--- config.mk ---
export PLATFORM = sky130hd
export DESIGN_NAME = page_frame_replacement
export DESIGN_NICKNAME = d
export VERILOG_FILES = /design/src/design/pfr_pkg.sv /design/src/design/pfr_cell.sv /design/src/design/page_frame_replacement.sv
export SDC_FILE = /design/constraint.sdc
export NUM_CORES = 2
export LEC_CHECK = 0
export BUFFER_PORTS_ARGS = -buffer_cell sky130_fd_sc_hd__buf_2
export CAP_MARGIN = 0
export CORE_AREA = 2 2 401 403
export CTS_CLUSTER_SIZE = 10
export DETAILED_ROUTE_END_ITERATION = 10
export DIE_AREA = 0 0 403 405
export PLACE_DENSITY = 0.49
export SETUP_SLACK_MARGIN = 0.4
export SLEW_MARGIN = 20
export SYNTH_ARGS = -nofsm -noshare
export SYNTH_HDL_FRONTEND = slang
export SYNTH_SLANG_ARGS = --single-unit
--- constraint.sdc ---
create_clock -name clk_i -period 8.4 [get_ports clk_i]
set_clock_uncertainty 0.1 [all_clocks]
set_input_delay 1.26 -clock clk_i [delete_from_list [all_inputs] [get_ports clk_i]]
set_output_delay 1.26 -clock clk_i [all_outputs]
set_load 0.02 [all_outputs]
--- src/design/pfr_pkg.sv ---
`timescale 1ns / 1ps
package pfr_pkg;

  localparam int NUM_FRAMES = 16;
  localparam int FRAME_W    = 4;
  localparam int CNT_W      = 5;
  localparam int PID_W      = 8;
  localparam int VPAGE_W    = 12;
  localparam int MISS_W     = 16;

  // victim policy codes
  localparam logic POLICY_LRU   = 1'b0;
  localparam logic POLICY_CLOCK = 1'b1;

  // configuration register indexes
  localparam logic CFG_POLICY = 1'b0;
  localparam logic CFG_FRAMES = 1'b1;

  typedef enum logic [1:0] {
    OP_ACCESS  = 2'd0,
    OP_RELEASE = 2'd1,
    OP_CLEAR   = 2'd2,
    OP_NONE    = 2'd3
  } op_e;

  typedef enum logic [2:0] {
    CMD_IDLE,
    CMD_HIT_REF,
    CMD_HIT_LRU,
    CMD_LOAD,
    CMD_FREE,
    CMD_CLR_REF,
    CMD_CLEAR
  } cmd_e;

  typedef enum logic [2:0] {
    ST_IDLE,
    ST_EXEC,
    ST_LRU,
    ST_CLK,
    ST_REL,
    ST_EVICT,
    ST_RESP
  } state_e;

  typedef struct packed {
    logic [1:0]         operation;
    logic [PID_W-1:0]   pid;
    logic [VPAGE_W-1:0] page_number;
  } in_word_t;

  typedef struct packed {
    logic               hit;
    logic [FRAME_W-1:0] frame;
    logic               evicted;
    logic [PID_W-1:0]   victim_pid;
    logic [VPAGE_W-1:0] victim_page;
    logic [CNT_W-1:0]   freed_count;
    logic [MISS_W-1:0]  fault_count;
  } out_word_t;

  // broadcast from the sequencer to every cell
  typedef struct packed {
    cmd_e               kind;
    logic [FRAME_W-1:0] tgt;
    logic               evict;
    logic [FRAME_W-1:0] rank;
    logic [CNT_W-1:0]   cnt;
    logic [PID_W-1:0]   pid;
    logic [VPAGE_W-1:0] vpage;
  } cell_cmd_t;

  // what one cell shows back
  typedef struct packed {
    logic               valid;
    logic               refb;
    logic [FRAME_W-1:0] rank;
    logic [PID_W-1:0]   owner;
    logic [VPAGE_W-1:0] vpage;
    logic               first_hit;
    logic               first_free;
  } cell_stat_t;

endpackage

--- src/design/pfr_cell.sv ---
`timescale 1ns / 1ps
// One physical frame: tag, reference bit and recency rank.
module pfr_cell import pfr_pkg::*; (
  input  logic               clk_i,
  input  logic               rst_ni,
  input  logic [FRAME_W-1:0] idx_i,
  input  logic               in_range_i,
  input  cell_cmd_t          cmd_i,
  input  logic               hit_prev_i,
  input  logic               free_prev_i,
  output logic               hit_o,
  output logic               free_o,
  output cell_stat_t         stat_o
);

  logic               valid_q, valid_d;
  logic               ref_q, ref_d;
  logic [FRAME_W-1:0] rank_q, rank_d;
  logic [PID_W-1:0]   owner_q;
  logic [VPAGE_W-1:0] vpage_q;
  logic               self;
  logic               match;
  logic               empty;
  logic [FRAME_W-1:0] rank_f;

  assign self  = (idx_i == cmd_i.tgt);
  assign match = valid_q && (owner_q == cmd_i.pid) && (vpage_q == cmd_i.vpage);
  assign empty = !valid_q && in_range_i;

  // priority chains toward higher frames
  assign hit_o  = hit_prev_i | match;
  assign free_o = free_prev_i | empty;

  assign stat_o = '{valid: valid_q, refb: ref_q, rank: rank_q, owner: owner_q,
                    vpage: vpage_q, first_hit: match && !hit_prev_i,
                    first_free: empty && !free_prev_i};

  // rank after the victim left, for a load that evicts
  assign rank_f = (cmd_i.evict && (rank_q > cmd_i.rank)) ? rank_q - 1'b1 : rank_q;

  always_comb begin
    valid_d = valid_q;
    ref_d   = ref_q;
    rank_d  = rank_q;
    case (cmd_i.kind)
      CMD_HIT_REF: begin
        if (self) ref_d = 1'b1;
      end
      CMD_HIT_LRU: begin
        if (self) begin
          ref_d  = 1'b1;
          rank_d = '0;
        end else if (valid_q && (rank_q < cmd_i.rank)) begin
          rank_d = rank_q + 1'b1;
        end
      end
      CMD_LOAD: begin
        if (self) begin
          valid_d = 1'b1;
          ref_d   = 1'b1;
          rank_d  = '0;
        end else if (valid_q) begin
          rank_d = ({1'b0, rank_f} < cmd_i.cnt) ? rank_f + 1'b1 : rank_f;
        end
      end
      CMD_FREE: begin
        if (self) begin
          valid_d = 1'b0;
          ref_d   = 1'b0;
          rank_d  = '0;
        end else if (valid_q && (rank_q > cmd_i.rank)) begin
          rank_d = rank_q - 1'b1;
        end
      end
      CMD_CLR_REF: begin
        if (self) ref_d = 1'b0;
      end
      CMD_CLEAR: begin
        valid_d = 1'b0;
        ref_d   = 1'b0;
        rank_d  = '0;
      end
      default: ;
    endcase
  end

  always_ff @(posedge clk_i or negedge rst_ni) begin
    if (!rst_ni) begin
      valid_q <= 1'b0;
      ref_q   <= 1'b0;
      rank_q  <= '0;
    end else begin
      valid_q <= valid_d;
      ref_q   <= ref_d;
      rank_q  <= rank_d;
    end
  end

  // tag written on load
  always_ff @(posedge clk_i) begin
    if (cmd_i.kind == CMD_LOAD && self) begin
      owner_q <= cmd_i.pid;
      vpage_q <= cmd_i.vpage;
    end
  end

endmodule

--- src/design/page_frame_replacement.sv ---
`timescale 1ns / 1ps
// Page frame table with LRU or clock replacement over a row of 16 frame cells.
// One word is taken at a time. An access that hits, or that finds a free frame,
// goes from the execute state straight to the result. A miss with the table full
// scans the frames one per cycle: LRU walks all active frames; clock moves the
// hand, clearing set reference bits, until it finds a frame whose bit is clear.
// A release walks all 16 frames; a clear needs no scan. The result
// is held until taken, and the next word is accepted only after that.
module page_frame_replacement import pfr_pkg::*; (
  input  logic                clk_i,
  input  logic                rst_ni,
  input  logic                in_valid_i,
  output logic                in_ready_o,
  input  in_word_t            in_data_i,
  output logic                out_valid_o,
  input  logic                out_ready_i,
  output out_word_t           out_data_o,
  input  logic                cfg_we_i,
  input  logic                cfg_idx_i,
  input  logic [CNT_W-1:0]    cfg_data_i
);

  state_e             state_q, state_d;
  logic               policy_q;
  logic [CNT_W-1:0]   fiu_q;
  logic [CNT_W-1:0]   n_act;
  in_word_t           item_q;
  cell_cmd_t          cmd;
  cell_stat_t         stat [NUM_FRAMES];
  cell_stat_t         sel;
  logic [NUM_FRAMES:0] hit_chain, free_chain;
  logic [NUM_FRAMES-1:0] in_range;
  logic               hit_any, free_any;
  logic [FRAME_W-1:0] hit_idx, free_idx, sel_idx;
  logic [FRAME_W-1:0] hand_q, hand_wrap, ptr_q, vic_q, best_q, best_rank_q;
  logic [CNT_W-1:0]   hand_inc;
  logic               found_q;
  logic [CNT_W-1:0]   cnt_q;
  logic [MISS_W-1:0]  miss_q;
  logic               lru_take, lru_last, rel_last, rel_match, clk_found;
  logic               res_hit_q, res_ev_q;
  logic [FRAME_W-1:0] res_frame_q;
  logic [PID_W-1:0]   res_vpid_q;
  logic [VPAGE_W-1:0] res_vpg_q;
  logic [CNT_W-1:0]   freed_q;
  logic [MISS_W-1:0]  miss_inc;

  // configuration registers
  always_ff @(posedge clk_i or negedge rst_ni) begin
    if (!rst_ni) begin
      policy_q <= POLICY_LRU;
      fiu_q    <= CNT_W'(NUM_FRAMES);
    end else if (cfg_we_i) begin
      case (cfg_idx_i)
        CFG_POLICY: policy_q <= cfg_data_i[0];
        CFG_FRAMES: fiu_q    <= cfg_data_i;
        default: ;
      endcase
    end
  end

  // clamp the frame count into 1..NUM_FRAMES
  always_comb begin
    if (fiu_q == '0) n_act = CNT_W'(1);
    else if (fiu_q > CNT_W'(NUM_FRAMES)) n_act = CNT_W'(NUM_FRAMES);
    else n_act = fiu_q;
  end

  // frame cells
  assign hit_chain[0]  = 1'b0;
  assign free_chain[0] = 1'b0;
  for (genvar i = 0; i < NUM_FRAMES; i++) begin : g_cell
    assign in_range[i] = (CNT_W'(i) < n_act);
    pfr_cell u_cell (
      .clk_i       (clk_i),
      .rst_ni      (rst_ni),
      .idx_i       (FRAME_W'(i)),
      .in_range_i  (in_range[i]),
      .cmd_i       (cmd),
      .hit_prev_i  (hit_chain[i]),
      .free_prev_i (free_chain[i]),
      .hit_o       (hit_chain[i+1]),
      .free_o      (free_chain[i+1]),
      .stat_o      (stat[i])
    );
  end

  assign hit_any  = hit_chain[NUM_FRAMES];
  assign free_any = free_chain[NUM_FRAMES];

  // encode first hit and first free frame
  always_comb begin
    hit_idx  = '0;
    free_idx = '0;
    for (int i = 0; i < NUM_FRAMES; i++) begin
      if (stat[i].first_hit)  hit_idx  = FRAME_W'(i);
      if (stat[i].first_free) free_idx = FRAME_W'(i);
    end
  end

  // one frame selected for inspection per cycle
  always_comb begin
    case (state_q)
      ST_LRU, ST_REL: sel_idx = ptr_q;
      ST_CLK:         sel_idx = hand_q;
      ST_EVICT:       sel_idx = vic_q;
      default:        sel_idx = hit_idx;
    endcase
  end
  assign sel = stat[sel_idx];

  assign hand_inc  = {1'b0, hand_q} + 1'b1;
  assign hand_wrap = (hand_inc >= n_act) ? '0 : hand_inc[FRAME_W-1:0];
  assign lru_take  = sel.valid && (!found_q || (sel.rank > best_rank_q));
  assign lru_last  = ({1'b0, ptr_q} == n_act - 1'b1);
  assign rel_last  = (ptr_q == FRAME_W'(NUM_FRAMES - 1));
  assign rel_match = sel.valid && (sel.owner == item_q.pid);
  assign clk_found = sel.valid && !sel.refb;
  assign miss_inc  = (miss_q == '1) ? miss_q : miss_q + 1'b1;

  // next state
  always_comb begin
    state_d = state_q;
    case (state_q)
      ST_IDLE:  if (in_valid_i) state_d = ST_EXEC;
      ST_EXEC: begin
        case (item_q.operation)
          OP_ACCESS: begin
            if (hit_any || free_any) state_d = ST_RESP;
            else if (policy_q == POLICY_LRU) state_d = ST_LRU;
            else state_d = ST_CLK;
          end
          OP_RELEASE: state_d = ST_REL;
          default:    state_d = ST_RESP;
        endcase
      end
      ST_LRU:   if (lru_last) state_d = ST_EVICT;
      ST_CLK:   if (clk_found) state_d = ST_EVICT;
      ST_REL:   if (rel_last) state_d = ST_RESP;
      ST_EVICT: state_d = ST_RESP;
      ST_RESP:  if (out_ready_i) state_d = ST_IDLE;
      default:  state_d = ST_IDLE;
    endcase
  end

  // cell command and handshake outputs
  always_comb begin
    cmd       = '0;
    cmd.kind  = CMD_IDLE;
    cmd.pid   = item_q.pid;
    cmd.vpage = item_q.page_number;
    case (state_q)
      ST_EXEC: begin
        if (item_q.operation == OP_ACCESS) begin
          if (hit_any) begin
            cmd.kind = (policy_q == POLICY_LRU) ? CMD_HIT_LRU : CMD_HIT_REF;
            cmd.tgt  = hit_idx;
            cmd.rank = sel.rank;
          end else if (free_any) begin
            cmd.kind = CMD_LOAD;
            cmd.tgt  = free_idx;
            cmd.cnt  = cnt_q;
          end
        end else if (item_q.operation == OP_CLEAR) begin
          cmd.kind = CMD_CLEAR;
        end
      end
      ST_CLK: begin
        if (!clk_found) begin
          cmd.kind = CMD_CLR_REF;
          cmd.tgt  = hand_q;
        end
      end
      ST_REL: begin
        if (rel_match) begin
          cmd.kind = CMD_FREE;
          cmd.tgt  = ptr_q;
          cmd.rank = sel.rank;
        end
      end
      ST_EVICT: begin
        cmd.kind  = CMD_LOAD;
        cmd.tgt   = vic_q;
        cmd.evict = 1'b1;
        cmd.rank  = sel.rank;
        cmd.cnt   = cnt_q - 1'b1;
      end
      default: ;
    endcase
  end

  assign in_ready_o  = (state_q == ST_IDLE);
  assign out_valid_o = (state_q == ST_RESP);
  assign out_data_o  = '{hit: res_hit_q, frame: res_frame_q, evicted: res_ev_q,
                         victim_pid: res_vpid_q, victim_page: res_vpg_q,
                         freed_count: freed_q, fault_count: miss_q};

  // control state: sequencer, hand, counters
  always_ff @(posedge clk_i or negedge rst_ni) begin
    if (!rst_ni) begin
      state_q <= ST_IDLE;
      hand_q  <= '0;
      cnt_q   <= '0;
      miss_q  <= '0;
    end else begin
      state_q <= state_d;
      case (state_q)
        ST_EXEC: begin
          if (item_q.operation == OP_ACCESS && !hit_any) begin
            if (free_any) begin
              cnt_q  <= cnt_q + 1'b1;
              miss_q <= miss_inc;
            end else if (policy_q == POLICY_CLOCK && {1'b0, hand_q} >= n_act) begin
              hand_q <= '0;
            end
          end else if (item_q.operation == OP_CLEAR) begin
            cnt_q  <= '0;
            miss_q <= '0;
          end
        end
        ST_CLK:   hand_q <= hand_wrap;
        ST_REL:   if (rel_match) cnt_q <= cnt_q - 1'b1;
        ST_EVICT: miss_q <= miss_inc;
        default: ;
      endcase
    end
  end

  // word and result registers
  always_ff @(posedge clk_i) begin
    case (state_q)
      ST_IDLE: begin
        if (in_valid_i) begin
          item_q      <= in_data_i;
          res_hit_q   <= 1'b0;
          res_ev_q    <= 1'b0;
          res_frame_q <= '0;
          res_vpid_q  <= '0;
          res_vpg_q   <= '0;
          freed_q     <= '0;
          ptr_q       <= '0;
          found_q     <= 1'b0;
        end
      end
      ST_EXEC: begin
        if (item_q.operation == OP_ACCESS) begin
          if (hit_any) begin
            res_hit_q   <= 1'b1;
            res_frame_q <= hit_idx;
          end else if (free_any) begin
            res_frame_q <= free_idx;
          end
        end else if (item_q.operation == OP_CLEAR) begin
          freed_q <= cnt_q;
        end
      end
      ST_LRU: begin
        if (lru_take) begin
          best_q      <= ptr_q;
          best_rank_q <= sel.rank;
          found_q     <= 1'b1;
        end
        if (lru_last) vic_q <= lru_take ? ptr_q : best_q;
        ptr_q <= ptr_q + 1'b1;
      end
      ST_CLK: begin
        if (clk_found) vic_q <= hand_q;
      end
      ST_REL: begin
        if (rel_match) freed_q <= freed_q + 1'b1;
        ptr_q <= ptr_q + 1'b1;
      end
      ST_EVICT: begin
        res_frame_q <= vic_q;
        res_ev_q    <= 1'b1;
        res_vpid_q  <= sel.owner;
        res_vpg_q   <= sel.vpage;
      end
      default: ;
    endcase
  end

endmodule

==> flow_metrics.env <==
export IMPL_synth_area_leaders="edfxtp_1 32%, xnor2_1 8.9%, dfrtp_1 8.9%"
export IMPL_syn_area_sq_um=36410
export IMPL_antenna_found_initial=4
export IMPL_hold_violations=0
export IMPL_synth_top_area_share_pct=32.16
export IMPL_crit_required_ns=8.85
export IMPL_area_growth_syn_to_layout_pct=27.87
export IMPL_path_common_cell="buf_4"
export IMPL_drive_gt1_share_pct=25.84
export IMPL_path_class="reg2reg"
export IMPL_grt_overflow=0
export IMPL_synth_nets=3868
export IMPL_critPathBufInv=14
export IMPL_irDropWorstVdd_uv=259.7
export IMPL_hold_slack_ns=0.4083
export IMPL_gp_congestion=0.9544
export IMPL_die_h_microns=405
export IMPL_pin_count=82
export IMPL_path_clk_slew_ns=0.06
export IMPL_hpwlAfterDp_mm=109.7
export IMPL_initial_core_util_pct=22.86
export IMPL_slowest_stage="edfxtp_1"
export IMPL_worstSkewPairLatency_ns=0.68
export IMPL_synth_seq_area_share_pct=41.10
export IMPL_drt_vias_per_instance=5.219
export IMPL_port_buffers=81
export IMPL_leakagePower_nw=17.27
export IMPL_yosys_top_cells_count="390 x edfxtp_1, 372 x xnor2_1, 229 x nand2_1, 189 x nor2_1, 181 x ha_1"
export IMPL_drc=0
export IMPL_hold_path_class="reg2reg"
export IMPL_path_max_fanout=6
export IMPL_cts_buffers=68
export IMPL_wl_per_cell_microns=24.65
export IMPL_die_area_sq_um=163200
export IMPL_clock_sinks=520
export IMPL_synth_cell_type_count=104
export IMPL_worst_slack_ns=0.3387
export IMPL_cts_buffer_depth=3
export IMPL_max_clock_freq_mhz=124.1
export IMPL_fp_dieW_microns=403
export IMPL_firstDrtPassIters=8
export IMPL_fin_nets=4292
export IMPL_rows=147
export IMPL_power_per_cell_area_nw_per_um2=366.0
export IMPL_fin_crit_sh_pct=95.97
export IMPL_rsz0062_at_grt="true"
export IMPL_fin_util_pct=29.23
export IMPL_worst_pin_slew_ns=1.270
export IMPL_syn_inst=3654
export IMPL_status="finished clean"
export IMPL_drt_iter0_drc=3259
export IMPL_synth_largest_area_cell="edfxtp_1"
export IMPL_synth_edff_count=390
export IMPL_cts_hold_buf=0
export IMPL_htree_levels=3
export IMPL_worstSetupEndpointType="register"
export IMPL_cp_start_kind="register"
export IMPL_ys_flop_type="edfxtp_1"
export IMPL_period_needed_ns=8.061
export IMPL_setup_viol=0
export IMPL_track_usage_pct=17.95
export IMPL_slew_headroom_pct=14.61
export IMPL_place_inst=5978
export IMPL_via_count=32360
export IMPL_postSynthAreaPerCell_sq_um=9.965
export IMPL_synth_most_common_cell="edfxtp_1"
export IMPL_routed_wl_mm=152.8
export IMPL_critical_path_top_delay_family="simple AND/OR/NAND/NOR gates"
export IMPL_grt_pass1_vias=30830
export IMPL_cts_root_buf="clkbuf_16"
export IMPL_drv_cap=0
export IMPL_grt_max_degree=84
export IMPL_max_stage_delay_ns=0.46
export IMPL_ant_nets=0
export IMPL_place_ws_ns=-0.3741
export IMPL_grt_first_pass_wirelength_mm=217.8
export IMPL_ys_ff_latch=520
export IMPL_fin_cells=6201
export IMPL_core_sq_um=159300
export IMPL_crit_arrival_ns=8.51
export IMPL_ys_async_sr_fraction_pct=25.00
export IMPL_cts_tree="yes"
export IMPL_maxSlewViolCount=0
export IMPL_ys_warn_count=0
## layout make-up
class                           count  area (sq um)
Antenna cell                        1         2.502
Clock buffer                       86          1842
Clock inverter                     20         237.7
Fill cell                       16630        112700
Inverter                          119         446.7
Multi-Input combinational cell   2777         21520
Sequential cell                   520         14970
Tap cell                         2086          2610
Timing Repair Buffer              592          4931
## worst paths after layout
path | startpoint | to | slack, ns | depth (start not counted)
max | cmd[18]$_DFFE_PP_ | g_cell[11].u_cell.rank_q[3]$_DFFE_PN0P_ | 0.34 | 44
min reg2reg | g_cell[14].u_cell.ref_q$_DFFE_PN0P_ | g_cell[14].u_cell.ref_q$_DFFE_PN0P_ | 0.41 | 1
max in group asynchronous | rst_ni | fiu_q[0]$_DFFE_PN0P_ | 6.25 | 2
min | g_cell[14].u_cell.ref_q$_DFFE_PN0P_ | g_cell[14].u_cell.ref_q$_DFFE_PN0P_ | 0.41 | 1
min in group asynchronous | rst_ni | g_cell[3].u_cell.rank_q[3]$_DFFE_PN0P_ | 0.60 | 1
max reg2reg | cmd[18]$_DFFE_PP_ | g_cell[11].u_cell.rank_q[3]$_DFFE_PN0P_ | 0.34 | 44
## power breakdown
part | internal, W | leakage (nW) | total [W] | switching, W
logic | 0.00459 | 11.0 | 0.0106 | 0.00598
clock network | 0.00164 | 1.02 | 0.00286 | 0.00122
registers | 0.00312 | 5.20 | 0.00361 | 0.000488
total | 0.00935 | 17.3 | 0.0170 | 0.00769
## metrics by stage
step | TNS [ns] | area, sq um | power, W
2_1_floorplan | 0 | 36520 | 0.008981
3_3_place_gp | -10.86 | 41590 | 0.01253
3_5_place_dp | -10.78 | 41600 | 0.01259
4_1_cts | 0 | 44920 | 0.01606
5_1_grt | -0.3112 | 46550 | 0.01797
6_report | 0 | 46560 | 0.01704
## flip-flops by register name (all words and copies together), names as in the netlist, 2 cells and up
signal and cells:
best_q 4, freed_q 5, vic_q 4, g_cell.u_cell.ref_q 16, g_cell.u_cell.vpage_q 192, best_rank_q 4, fiu_q 5, res_frame_q 4
g_cell.u_cell.valid_q 16, state_q 3, item_q 2, g_cell.u_cell.owner_q 128, g_cell.u_cell.rank_q 64, res_vpid_q 8, hand_q 4, res_vpg_q 12
ptr_q 4, miss_q 16, cmd 20, cnt_q 5
## logic make-up after synthesis
family,share of synthesized area (%)
multiplexers,4.508
AO/OA/AOI/OAI,15.72
XOR/XNOR,11.23
buffers and inverters,4.739
adder cells (fa/ha/maj),6.220
flip-flops,41.10
AND/OR/NAND/NOR,16.48
## layer usage
layer / part of all wire [%] / routed length (microns) / vias up / global-route usage (%)
li1: - / - / 14550 / -
met5: 0 / 0 / - / 0
met1: 43 / 66270 / 16120 / 24.45
met2: 46 / 70100 / 1421 / 28.82
met3: 7.5 / 11390 / 270 / 3.150
met4: 3.3 / 5066 / 0 / 5.565
## placed cells by master, fill, tap and decap left out, drive strengths merged, types with 111 or more instances in the layout
master and n:
o21ai 182, a211oi 111, mux2i 119, nand3 138, buf 584, nor2 191
ha 181, dfrtp 129, nand4 174, xnor2 373, inv 121, nand2 234
a21oi 144, edfxtp 390
## worst reg2reg max path, delay by kind of cell, from the launching register on
kind / cells / cell delay (ns)
AND/OR/NAND/NOR: 15 / 2.31
buffers and inverters: 14 / 1.98
AO/OA/AOI/OAI: 9 / 1.86
XOR/XNOR: 4 / 0.79
flip-flops: 1 / 0.46
adder cells (fa/ha/maj): 2 / 0.44
## timing repair
item / in CTS / in global routing
buffers inserted: 56 / 52
hold endpoints to repair: 0 / 0
gates resized for setup: 125 / 258
setup endpoints to repair: 64 / 64
cloned: 5 / 3
pin swaps: 40 / 127
(Power assumes the default switching activity.)
